`src/hdl/lfu_pkg.sv`:
```
package lfu_pkg;

  localparam int DEF_SLOTS    = 16;
  localparam int DEF_MAX_FREQ = 255;

  typedef enum logic [1:0] {
    REQ_INSERT = 2'd0,
    REQ_TOUCH  = 2'd1,
    REQ_REMOVE = 2'd2,
    REQ_EVICT  = 2'd3
  } req_t;

  typedef enum logic [1:0] {
    ST_OK    = 2'd0,
    ST_EMPTY = 2'd1,
    ST_BAD   = 2'd2
  } status_t;

  // scan unit control: clear accumulators, one table entry presented
  typedef struct packed {
    logic clear;
    logic elem_vld;
  } scan_ctl_t;

endpackage

```
`src/hdl/lfu_scan.sv`:
```
module lfu_scan #(
  parameter int SLOTS    = lfu_pkg::DEF_SLOTS,
  parameter int MAX_FREQ = lfu_pkg::DEF_MAX_FREQ,
  localparam int IW      = $clog2(SLOTS),
  localparam int CW      = $clog2(MAX_FREQ + 1)
) (
  input  logic              clk,
  input  logic              rst_n,
  input  lfu_pkg::scan_ctl_t ctl,
  input  logic [IW-1:0]     elem_idx,
  input  logic              elem_valid,
  input  logic [CW-1:0]     elem_count,
  input  logic [IW-1:0]     elem_rank,
  input  logic [IW-1:0]     tgt_idx,
  input  logic [CW-1:0]     tgt_count,
  input  logic [CW-1:0]     join_count,
  input  logic [CW-1:0]     min_count,
  output logic              pick_found,
  output logic [IW-1:0]     pick_idx,
  output logic              mv_found,
  output logic [IW-1:0]     mv_idx,
  output logic [IW-1:0]     mv_rank,
  output logic [IW-1:0]     join_size,
  output logic              oth_any,
  output logic [CW-1:0]     oth_min
);
  import lfu_pkg::*;

  logic          pick_found_r;
  logic [IW-1:0] pick_idx_r;
  logic          mv_found_r;
  logic [IW-1:0] mv_idx_r;
  logic [IW-1:0] mv_rank_r;
  logic [IW-1:0] join_size_r;
  logic          oth_any_r;
  logic [CW-1:0] oth_min_r;
  logic          hit;
  logic          other;

  assign hit   = ctl.elem_vld && elem_valid;
  assign other = hit && (elem_idx != tgt_idx);

  always_ff @(posedge clk) begin
    if (!rst_n || ctl.clear) begin
      pick_found_r <= 1'b0;
      mv_found_r   <= 1'b0;
      join_size_r  <= '0;
      oth_any_r    <= 1'b0;
    end else begin
      // head of the lowest bucket
      if (hit && elem_count == min_count && elem_rank == '0) begin
        pick_found_r <= 1'b1;
        pick_idx_r   <= elem_idx;
      end
      // highest rank in the target's bucket is the bucket's tail
      if (other && elem_count == tgt_count && (!mv_found_r || elem_rank > mv_rank_r)) begin
        mv_found_r <= 1'b1;
        mv_idx_r   <= elem_idx;
        mv_rank_r  <= elem_rank;
      end
      if (other && elem_count == join_count) begin
        join_size_r <= join_size_r + 1'b1;
      end
      if (other && (!oth_any_r || elem_count < oth_min_r)) begin
        oth_any_r <= 1'b1;
        oth_min_r <= elem_count;
      end
    end
  end

  assign pick_found = pick_found_r;
  assign pick_idx   = pick_idx_r;
  assign mv_found   = mv_found_r;
  assign mv_idx     = mv_idx_r;
  assign mv_rank    = mv_rank_r;
  assign join_size  = join_size_r;
  assign oth_any    = oth_any_r;
  assign oth_min    = oth_min_r;

endmodule

```
`src/hdl/lfu_replacement_policy.sv`:
```
// LFU replacement policy over SLOTS slots.
// Request channel: drive in_req_type / in_slot and pulse start while busy is
// low; the request is taken at that edge.
// Request kinds: insert at frequency 1, touch (frequency + 1, saturating at
// MAX_FREQ), remove, evict (picks head of the lowest-frequency bucket).
// Result channel: out_valid is high for exactly one cycle with status,
// victim slot, slot frequency and current lowest frequency. The receiver
// cannot stall; every request yields exactly one result.
// A slot outside the table is answered from the idle state and busy stays low;
// other requests raise busy the next cycle. A slot in the wrong state is
// answered from the lookup state. Insert, touch and remove run one scan of
// the single-read-port slot table (one entry per cycle, registered read);
// evict runs a pick scan first, and only that when nothing is held. The
// write-back states S_MOVE and S_SET follow the last scan.
// Only one request is in flight, so no forwarding is needed.
// Reset (synchronous, rst_n low): all slots free, lowest frequency 1, no
// result pending. The count/rank table itself is not cleared; per-slot valid
// flops gate every read of it.
module lfu_replacement_policy #(
  parameter int SLOTS    = lfu_pkg::DEF_SLOTS,
  parameter int MAX_FREQ = lfu_pkg::DEF_MAX_FREQ
) (
  input  logic       clk,
  input  logic       rst_n,
  input  logic       start,
  output logic       busy,
  input  logic [1:0] in_req_type,
  input  logic [3:0] in_slot,
  output logic       out_valid,
  output logic [1:0] out_status,
  output logic [3:0] out_victim_slot,
  output logic [7:0] out_slot_freq,
  output logic [7:0] out_lowest_freq
);
  import lfu_pkg::*;

  localparam int IW = $clog2(SLOTS);
  localparam int CW = $clog2(MAX_FREQ + 1);
  localparam int MW = CW + IW;

  typedef enum logic [2:0] {
    S_IDLE, S_LOOK, S_PICK, S_PICK_END, S_SCAN, S_MOVE, S_SET
  } state_t;

  state_t        state_r;
  req_t          req_r;
  logic [IW-1:0] slot_r;
  logic [IW-1:0] tgt_idx_r;
  logic [CW-1:0] tgt_cnt_r;
  logic [IW-1:0] tgt_rank_r;
  logic [SLOTS-1:0] valid_r;
  logic [CW-1:0] min_r;

  logic          out_valid_r;
  status_t       out_status_r;
  logic [3:0]    out_victim_r;
  logic [7:0]    out_freq_r;
  logic [7:0]    out_lowest_r;

  // slot table: {count, rank} per slot
  logic [MW-1:0] mem [SLOTS];
  logic [MW-1:0] rdata_r;
  logic [IW-1:0] raddr;
  logic          we;
  logic [IW-1:0] waddr;
  logic [MW-1:0] wdata;
  logic [CW-1:0] rd_cnt;
  logic [IW-1:0] rd_rank;

  // scan sequencer
  logic [IW-1:0] scan_idx_r;
  logic          issue_on_r;
  logic          proc_vld_r;
  logic          proc_last_r;
  logic [IW-1:0] proc_idx_r;
  logic          scan_start;
  scan_ctl_t     scan_ctl;

  logic          pick_found;
  logic [IW-1:0] pick_idx;
  logic          mv_found;
  logic [IW-1:0] mv_idx;
  logic [IW-1:0] mv_rank;
  logic [IW-1:0] join_size;
  logic          oth_any;
  logic [CW-1:0] oth_min;

  logic          in_range;
  logic          tv;
  logic          look_bad;
  logic          sat;
  logic [CW-1:0] nf;
  logic [CW-1:0] join_count;
  logic          t_nv;
  logic [CW-1:0] t_nc;
  logic          t_wr;
  logic          do_move;
  logic [CW-1:0] new_min;

  assign in_range = 32'(in_slot) < SLOTS;
  assign tv       = valid_r[slot_r];
  assign look_bad = (req_r == REQ_INSERT) ? tv : !tv;
  assign sat      = tgt_cnt_r == CW'(MAX_FREQ);
  assign nf       = tgt_cnt_r + CW'(1);
  assign join_count = (req_r == REQ_INSERT) ? CW'(1) : nf;
  assign rd_cnt   = rdata_r[MW-1:IW];
  assign rd_rank  = rdata_r[IW-1:0];

  // new state of the target slot
  always_comb begin
    unique case (req_r)
      REQ_INSERT: begin
        t_nv = 1'b1;
        t_nc = CW'(1);
        t_wr = 1'b1;
      end
      REQ_TOUCH: begin
        t_nv = 1'b1;
        t_nc = sat ? tgt_cnt_r : nf;
        t_wr = !sat;
      end
      REQ_REMOVE, REQ_EVICT: begin
        t_nv = 1'b0;
        t_nc = tgt_cnt_r;
        t_wr = 1'b0;
      end
    endcase
  end

  // target leaves its bucket: the tail member takes over the target's rank
  assign do_move = (req_r == REQ_REMOVE || req_r == REQ_EVICT ||
                    (req_r == REQ_TOUCH && !sat)) &&
                   mv_found && (mv_rank > tgt_rank_r);

  always_comb begin
    if (t_nv) begin
      new_min = (oth_any && oth_min < t_nc) ? oth_min : t_nc;
    end else begin
      new_min = oth_any ? oth_min : CW'(1);
    end
  end

  assign scan_start = (state_r == S_IDLE && start && in_req_type == REQ_EVICT) ||
                      (state_r == S_LOOK && !look_bad) ||
                      (state_r == S_PICK_END && pick_found);

  // table port control
  assign raddr = (state_r == S_IDLE) ? IW'(in_slot) : scan_idx_r;
  assign we    = (state_r == S_MOVE && do_move) || (state_r == S_SET && t_wr);
  assign waddr = (state_r == S_MOVE) ? mv_idx : tgt_idx_r;
  assign wdata = (state_r == S_MOVE) ? {tgt_cnt_r, tgt_rank_r} : {t_nc, join_size};

  always_ff @(posedge clk) begin
    if (we) begin
      mem[waddr] <= wdata;
    end
    rdata_r <= mem[raddr];
  end

  // scan: issue address, data returns in the following cycle
  always_ff @(posedge clk) begin
    if (!rst_n) begin
      issue_on_r  <= 1'b0;
      proc_vld_r  <= 1'b0;
      proc_last_r <= 1'b0;
    end else begin
      proc_vld_r  <= issue_on_r;
      proc_last_r <= issue_on_r && (scan_idx_r == IW'(SLOTS - 1));
      proc_idx_r  <= scan_idx_r;
      if (scan_start) begin
        scan_idx_r <= '0;
        issue_on_r <= 1'b1;
      end else if (issue_on_r) begin
        scan_idx_r <= scan_idx_r + 1'b1;
        if (scan_idx_r == IW'(SLOTS - 1)) begin
          issue_on_r <= 1'b0;
        end
      end
    end
  end

  assign scan_ctl.clear    = scan_start;
  assign scan_ctl.elem_vld = proc_vld_r;

  lfu_scan #(
    .SLOTS    (SLOTS),
    .MAX_FREQ (MAX_FREQ)
  ) u_scan (
    .clk        (clk),
    .rst_n      (rst_n),
    .ctl        (scan_ctl),
    .elem_idx   (proc_idx_r),
    .elem_valid (valid_r[proc_idx_r]),
    .elem_count (rd_cnt),
    .elem_rank  (rd_rank),
    .tgt_idx    (tgt_idx_r),
    .tgt_count  (tgt_cnt_r),
    .join_count (join_count),
    .min_count  (min_r),
    .pick_found (pick_found),
    .pick_idx   (pick_idx),
    .mv_found   (mv_found),
    .mv_idx     (mv_idx),
    .mv_rank    (mv_rank),
    .join_size  (join_size),
    .oth_any    (oth_any),
    .oth_min    (oth_min)
  );

  always_ff @(posedge clk) begin
    if (!rst_n) begin
      state_r     <= S_IDLE;
      valid_r     <= '0;
      min_r       <= CW'(1);
      out_valid_r <= 1'b0;
    end else begin
      out_valid_r <= 1'b0;
      unique case (state_r)
        S_IDLE: begin
          if (start) begin
            req_r  <= req_t'(in_req_type);
            slot_r <= IW'(in_slot);
            if (in_req_type == REQ_EVICT) begin
              state_r <= S_PICK;
            end else if (!in_range) begin
              // slot outside the table
              out_valid_r  <= 1'b1;
              out_status_r <= ST_BAD;
              out_victim_r <= '0;
              out_freq_r   <= '0;
              out_lowest_r <= 8'(min_r);
            end else begin
              state_r <= S_LOOK;
            end
          end
        end
        S_LOOK: begin
          tgt_idx_r  <= slot_r;
          tgt_cnt_r  <= rd_cnt;
          tgt_rank_r <= rd_rank;
          if (look_bad) begin
            out_valid_r  <= 1'b1;
            out_status_r <= ST_BAD;
            out_victim_r <= '0;
            out_freq_r   <= tv ? 8'(rd_cnt) : 8'd0;
            out_lowest_r <= 8'(min_r);
            state_r      <= S_IDLE;
          end else begin
            state_r <= S_SCAN;
          end
        end
        S_PICK: begin
          if (proc_last_r) begin
            state_r <= S_PICK_END;
          end
        end
        S_PICK_END: begin
          if (pick_found) begin
            tgt_idx_r  <= pick_idx;
            tgt_cnt_r  <= min_r;
            tgt_rank_r <= '0;
            state_r    <= S_SCAN;
          end else begin
            out_valid_r  <= 1'b1;
            out_status_r <= ST_EMPTY;
            out_victim_r <= '0;
            out_freq_r   <= '0;
            out_lowest_r <= 8'(min_r);
            state_r      <= S_IDLE;
          end
        end
        S_SCAN: begin
          if (proc_last_r) begin
            state_r <= S_MOVE;
          end
        end
        S_MOVE: begin
          state_r <= S_SET;
        end
        S_SET: begin
          valid_r[tgt_idx_r] <= t_nv;
          min_r        <= new_min;
          out_valid_r  <= 1'b1;
          out_status_r <= ST_OK;
          out_victim_r <= (req_r == REQ_EVICT) ? 4'(tgt_idx_r) : 4'd0;
          out_freq_r   <= t_nv ? 8'(t_nc) : 8'd0;
          out_lowest_r <= 8'(new_min);
          state_r      <= S_IDLE;
        end
        default: begin
          state_r <= S_IDLE;
        end
      endcase
    end
  end

  assign busy            = state_r != S_IDLE;
  assign out_valid       = out_valid_r;
  assign out_status      = out_status_r;
  assign out_victim_slot = out_victim_r;
  assign out_slot_freq   = out_freq_r;
  assign out_lowest_freq = out_lowest_r;

endmodule

```
`config.mk`:
```
export PLATFORM = sky130hd
export DESIGN_NAME = lfu_replacement_policy
export DESIGN_NICKNAME = d
export VERILOG_FILES = /design/src/hdl/lfu_pkg.sv /design/src/hdl/lfu_scan.sv /design/src/hdl/lfu_replacement_policy.sv
export SDC_FILE = /design/constraint.sdc
export NUM_CORES = 1
export LEC_CHECK = 0
export BUFFER_PORTS_ARGS = -buffer_cell sky130_fd_sc_hd__buf_2
export CAP_MARGIN = 20
export CORE_ASPECT_RATIO = 1.2
export CORE_MARGIN = 5
export CORE_UTILIZATION = 30
export DETAILED_ROUTE_END_ITERATION = 16
export GPL_TIMING_DRIVEN = 0
export HOLD_SLACK_MARGIN = 0.1
export SLEW_MARGIN = 20
export SYNTH_ARGS = -nofsm -noshare
export SYNTH_HDL_FRONTEND = slang
export SYNTH_SLANG_ARGS = --single-unit
```
`constraint.sdc`:
```
create_clock -name clk -period 4.3 [get_ports clk]
set_clock_uncertainty 0.1 [all_clocks]
set_input_delay 0.86 -clock clk [delete_from_list [all_inputs] [get_ports clk]]
set_output_delay 0.86 -clock clk [all_outputs]
set_load 0.01 [all_outputs]
```
==> flow_summary.ini, run 1 <==
[clock_network]
clock-sinks = 314
tritoncts = yes
clkTransAtPathRegs_ps = 70
cts_buffers = 30
clk_latency_ps = 590
clock_tree.htree_level_count = 1
cts-root-buf = clkbuf_16
cts_buffer_depth = 3

[timing]
relSlewSlack_pct = 19.7
tns_ps = 0
worstMarginPinSlew_ps = 1190
rsz0062_at_grt = no
min_period_over_period_pct = 93.8
holdWs_ps = 347
hold_viol = 0
period_needed_ps = 4040
setup_slack_ps = 265
finalMaxSlewViolations = 0
max_freq_mhz = 248
setup_viol = 0

[placed_design]
dp.cells = 1843
postPlaceCellArea_mm2 = 0.0153
hpwl_um = 26900
place_ws_ps = 239
gp_congestion = 0.946
place.port_buffers = 32

[route]
wl_per_cell_um = 19.2
drtPass1Iterations = 5
drt_drc_violations_left = 0
via_per_inst = 5.03
wl_um = 36500
vias = 9553
postRouteAntennaNets = 0
drt_iter0_drc = 553

[floorplanning]
pin_count = 33
die_h_um = 248
coreArea_mm2 = 0.0469
die_x_um = 208
rows = 87
initial_core_util_pct = 30.2
dieArea_mm2 = 0.0517

[layout]
area_delta_synth_final_pct = 14.9
multi_input_area_mm2 = 0.00489
regArea_mm2 = 0.00893
final_nets = 1292
fillers = 4583
drive_gt1_share_pct = 12.1
stdcell_area_mm2 = 0.0163
insertedDiodeCount = 0
final_cells = 1901

[yosys]
netlist.area_leader.share_pct = 55.9
synthTopCellsByCount = edfxtp_1 (264), nand2_1 (179), nor2_1 (87)
syn_inst = 1182
synthFlopType = edfxtp_1
async_flop_share_pct = 0
yosysMostFrequentCell = edfxtp_1
synth_cell_types = 73
synthMuxAreaShare_pct = 2.59
ys_seq_area_share_pct = 63.0
ys_top_cells_by_area = edfxtp_1 (56%), dfxtp_1 (7.1%), nand2_1 (4.7%), a211oi_1 (4.1%), and2_1 (2.9%)
synth_nets = 1216
synth-simple-area-share_pct = 14.2
synthXorXnorAreaFrac_pct = 2.28
ys_ff_latch = 314
yosys.area_share.adder_pct = 2.21
synth_warnings = 0
syn_area_mm2 = 0.0142
yosysTopAreaCell = edfxtp_1
synth_edf_count = 264
synth-compound-area-share_pct = 12.7
syn_avg_cell_area_um2 = 12.0
synth_top_family_by_area = simple AND/OR/NAND/NOR gates

[global_route]
grt_overflow = 0
grt_usage_pct = 13.8
grt_pass1_wl_um = 56800
grt_max_degree = 23
grt_antenna_before_repair = 0
grt_pass1_vias = 9618

[worst_setup_path]
critPathArrivalTime_ps = 4360
endpoint_kind = register
r2r-end = rdata_r[6]$_DFF_P_
reg2reg_from = state_r[2]$_SDFFE_PN0P_
slowest_delay_ps = 760
cp-start-kind = register
critPathMaxFanout = 10
required_ps = 4620
crit_type = reg -> reg
ff2ff_setup_slack_ps = 260
rr_worst_depth = 8
crit_chain = buf_2 > nor3_4 > mux2i_1 > clkbuf_1 > clkbuf_1 > a31oi_1 > a211oi_1 > a21oi_1
crit_top_cell = clkbuf_1
crit_slowest_cell = a211oi_1

[min_path]
min_path_type = reg -> reg
worstHoldStart = rdata_r[4]$_DFF_P_
min_path_cells = 0
hold_path_end = u_scan.oth_min[0]$_DFFE_PP_

[run]
maxCapViolCount = 0

[power]
vdd_drop_max_v = 0.000310
power_leakage_uw = 0.00540
powerDensity_mw_per_mm2 = 420

[run_status]
status = finished clean
-- report_power, final --
| group | switching (uW) | internal (uW) | total, uW | leakage (uW) |
|---|---|---|---|---|
| combinational | 538 | 273 | 812 | 0.00224 |
| clock | 1130 | 1500 | 2630 | 0.000473 |
| sequential | 42.8 | 3360 | 3400 | 0.00269 |
| total | 1710 | 5130 | 6850 | 0.00540 |
-- worst max path at each step --
stage | start | end | slack, ps | depth (start not counted)
detailed placement | tgt_cnt_r[0]$_DFFE_PP_ | min_r[3]$_SDFFE_PN0P_ | 240 | 16
global route | tgt_cnt_r[0]$_DFFE_PP_ | min_r[3]$_SDFFE_PN0P_ | 30 | 16
global placement | tgt_cnt_r[0]$_DFFE_PP_ | mem[1][7]$_DFFE_PP_ | 130 | 7
finish | state_r[2]$_SDFFE_PN0P_ | rdata_r[6]$_DFF_P_ | 260 | 8
floorplan | slot_r[1]$_DFFE_PP_ | out_lowest_freq[0]$_DFFE_PP_ | 900 | 7
CTS | tgt_cnt_r[0]$_DFFE_PP_ | min_r[3]$_SDFFE_PN0P_ | 200 | 16
-- placed cells by master, fill, tap and decap left out, types with 7 or more instances in the layout --
cell       count
nand4_1        8
mux4_2         8
nor2_1        82
mux2i_1       12
inv_1         27
buf_2         49
o21ai_2        8
a31oi_1       30
xor2_1        17
nand2b_1       7
nand2_1      179
clkbuf_1      61
edfxtp_1     264
nor3_1        13
xnor2_1       12
buf_4          7
and2_1        65
o21ai_0       20
ha_1          25
nand3b_1       8
nor2b_1        8
dfxtp_1       50
a21oi_1       56
clkbuf_16     30
a311oi_1      24
nand3_1       13
a211oi_1      77
-- state kept, by name, summed over array words and instances, names as in the netlist, 8 cells and up --
signal and flops:
rdata_r 12, min_r 8, out_lowest_freq 8, mem 192, tgt_cnt_r 8, u_scan.oth_min 8
valid_r 16, out_slot_freq 8
-- layer usage --
layer / part of all wire [%] / track usage (%)
met4: 4.3 / 6.07
met5: 0 / 0
met2: 49 / 24.3
met3: 5.5 / 2.33
met1: 41 / 16.8
-- logic make-up (layout without fill, tap and decap cells) --
| kind of cell | after synthesis | after routing |
|---|---|---|
| compound gates | 259 | 259 |
| xor+xnor | 32 | 32 |
| fa+ha+maj | 25 | 25 |
| buf+inv | 104 | 200 |
| flops | 314 | 314 |
| mux | 26 | 26 |
| simple gates | 422 | 422 |
-- critical path: cells and delay by family, from the launching register on --
kind                   cells  cell delay [ps]
and+or+nand+nor            1              480
AOI/OAI and AO/OA          3             1080
buffers and inverters      3             1190
muxes                      1              730
DFF                        1              290
-- through the flow --
step / util (%) / total power, uW
after floorplan: - / 3990
after global placement: 32.2 / 4250
after detailed placement: 32.5 / 4270
after CTS: 34.6 / 6900
after global routing: 34.7 / 7120
final: 34.7 / 6850
-- repair_timing --
| item | CTS | global route |
|---|---|---|
| hold buffers | 0 | 0 |
| buffers inserted | 0 | 5 |
| endpoints found under the setup margin | 0 | 4 |
| resized for setup | 0 | 2 |
-- cell type report --
type / instances / area share, %
clock buffer: 38 / 4.91
inverter: 28 / 0.645
buffer: 76 / 2.00
clock inverter: 14 / 1.09
tap: 623 / 4.78
timing repair buffer: 44 / 1.74
multi-input combinational: 764 / 30.0
sequential: 314 / 54.8
Power figures use the tool's default switching activity.
==> run 2, diff against run 1 <==
CELL_PAD_IN_SITES_DETAIL_PLACEMENT = 0   (was not set)
CELL_PAD_IN_SITES_GLOBAL_PLACEMENT = 1   (was not set)
CORE_UTILIZATION = 51   (was 30)
PLACE_DENSITY_LB_ADDON = 0.1   (was not set)
==> run 2 against run 1 <==
Clock power rose by 2%. Final area shrank 2.1%. Maximum frequency fell by 1.3%. Combinational power barely moved. Cell count fell by 15%. Sequential power hardly changed. Clock-buffer cell count stayed put.
==> flow_summary.ini, run 2 (same netlist as run 1, synthesis figures left out) <==
[floorplanning]
dieArea_mm2 = 0.0312
die_x_um = 162
coreArea_mm2 = 0.0273
die_h_um = 193
initial_core_util_pct = 52.0
rows = 66
pin_count = 33

[placed_design]
dp.cells = 1562
place.port_buffers = 32
hpwl_um = 26300
gp_congestion = 0.874
postPlaceCellArea_mm2 = 0.0149

[route]
drtPass1Iterations = 5
vias = 9420
drt_drc_violations_left = 0
wl_per_cell_um = 22.0
drt_iter0_drc = 564
postRouteAntennaNets = 0
wl_um = 35700
via_per_inst = 5.81

[min_path]
min_path_cells = 0
min_path_type = reg -> reg
hold_path_end = u_scan.oth_min[0]$_DFFE_PP_
worstHoldStart = rdata_r[4]$_DFF_P_

[worst_setup_path]
critPathMaxFanout = 10
critPathArrivalTime_ps = 4440
ff2ff_setup_slack_ps = 210
reg2reg_from = tgt_cnt_r[0]$_DFFE_PP_
required_ps = 4650
rr_worst_depth = 17
r2r-end = min_r[6]$_SDFFE_PN0P_
crit_type = reg -> reg
cp-start-kind = register
endpoint_kind = register

[power]
power_switching_uw = 1710
power_frac_clock_pct = 39.0
p_sw_share_pct = 24.7
power_frac_comb_pct = 11.7
power_leakage_uw = 0.00542
seq_power_share_pct = 49.3
cell_internal_pwr_uw = 5200
powerDensity_mw_per_mm2 = 433
vdd_drop_max_v = 0.000377

[timing]
max_freq_mhz = 245
min_period_over_period_pct = 95.1
setup_viol = 0
rsz0062_at_grt = no
finalMaxSlewViolations = 0
period_needed_ps = 4090
worstMarginPinSlew_ps = 1060
tns_ps = 0
hold_viol = 0
relSlewSlack_pct = 28.8

[layout]
layout_commonest_cell = edfxtp_1
final_nets = 1291
layout_common_cells = edfxtp_1 (264), nand2_1 (179), nor2_1 (81)
drive_gt1_share_pct = 12.3
stdcell_area_mm2 = 0.0160
largest_register_ffs = 192
reg.largest.list = mem (192), valid_r (16), rdata_r (12)
area_delta_synth_final_pct = 12.6
insertedDiodeCount = 0
regMostFlops = mem
final_cells = 1621

[clock_network]
cts_buffers = 31
tritoncts = yes
cts_buffer_depth = 3
cts-root-buf = clkbuf_16
clkTransAtPathRegs_ps = 70
clock-sinks = 314
clk_latency_ps = 560
clock_tree.htree_level_count = 1
ctsHoldBuffers = 0

[global_route]
grt_max_degree = 17
grt_pass1_vias = 9139
grt_overflow = 0
use_met2_pct = 38.8
use_met1_pct = 30.3
grt-busiest-layer = met2
grt_antenna_before_repair = 0
grt_pass1_wl_um = 54900
grt_usage_pct = 23.0
grtUsageMet3_pct = 2.93

[run]
maxCapViolCount = 0

[run_status]
status = finished clean
-- run 2: cell count changes in the layout (fill, tap and decap cells not counted), sizes merged --
cell and delta:
clkinv +5, buf -2
-- run 2: power groups by stage --
stage                     clock (uW)  sequential [uW]  combinational (uW)
after global routing            2870             3410                 886
after floorplan                    0             3460                 530
after global placement             0             3470                 787
final                           2690             3400                 809
after detailed placement           0             3470                 805
after CTS                       2740             3400                 808
-- run 2: per-layer routing --
metal	share of wire [%]	wire, um
met5	0	0
met4	4.7	1670
met3	5.7	2050
met2	48	17000
met1	42	14900
-- run 2: through the flow --
stage | total power (uW) | util [%] | worst slack, ps | hold WS (ps)
6_report | 6900 | 58.6 | 211 | 329
5_1_grt | 7160 | 58.6 | 21.5 | 350
4_1_cts | 6950 | 58.4 | 115 | 330
3_5_place_dp | 4270 | 54.7 | 146 | 314
3_3_place_gp | 4250 | 54.2 | 114 | 311
2_1_floorplan | 3990 | - | 895 | 306
-- run 2: timing repair --
action / in CTS / in global routing
endpoints found under the setup margin: 0 / 7
setup buffers: 0 / 2
resized for setup: 0 / 1
-- run 2: how the worst max path moves through the flow --
stage,start,to,slack (ps),cells past startpoint
after floorplan,slot_r[1]$_DFFE_PP_,out_lowest_freq[0]$_DFFE_PP_,900,7
after global placement,tgt_cnt_r[0]$_DFFE_PP_,mem[3][7]$_DFFE_PP_,110,7
after detailed placement,tgt_cnt_r[0]$_DFFE_PP_,min_r[3]$_SDFFE_PN0P_,150,16
after CTS,tgt_cnt_r[0]$_DFFE_PP_,min_r[3]$_SDFFE_PN0P_,110,16
after global routing,tgt_cnt_r[0]$_DFFE_PP_,min_r[3]$_SDFFE_PN0P_,20,16
final,tgt_cnt_r[0]$_DFFE_PP_,min_r[6]$_SDFFE_PN0P_,210,17
-- run 2: critical path, cell delays in order, from the launching register on --
cell,delay (ps)
edfxtp_1,430
ha_1,170
buf_2,210
nand3_4,150
nor2_1,370
nor2_1,110
a22o_1,200
a22oi_2,260
ha_1,230
nand2_1,80
or4_4,480
a41oi_2,250
o22ai_4,130
buf_12,160
nand2_1,60
o21ai_1,80
a221o_1,360
and2_1,160
-- run 2: cell type report --
class,instances,area (um^2)
buffer,76,327
clock buffer,38,842
clock inverter,19,178
fill,2213,11300
inverter,28,105
multi-input combinational,764,4880
sequential,314,8930
tap,340,425
timing repair buffer,42,272
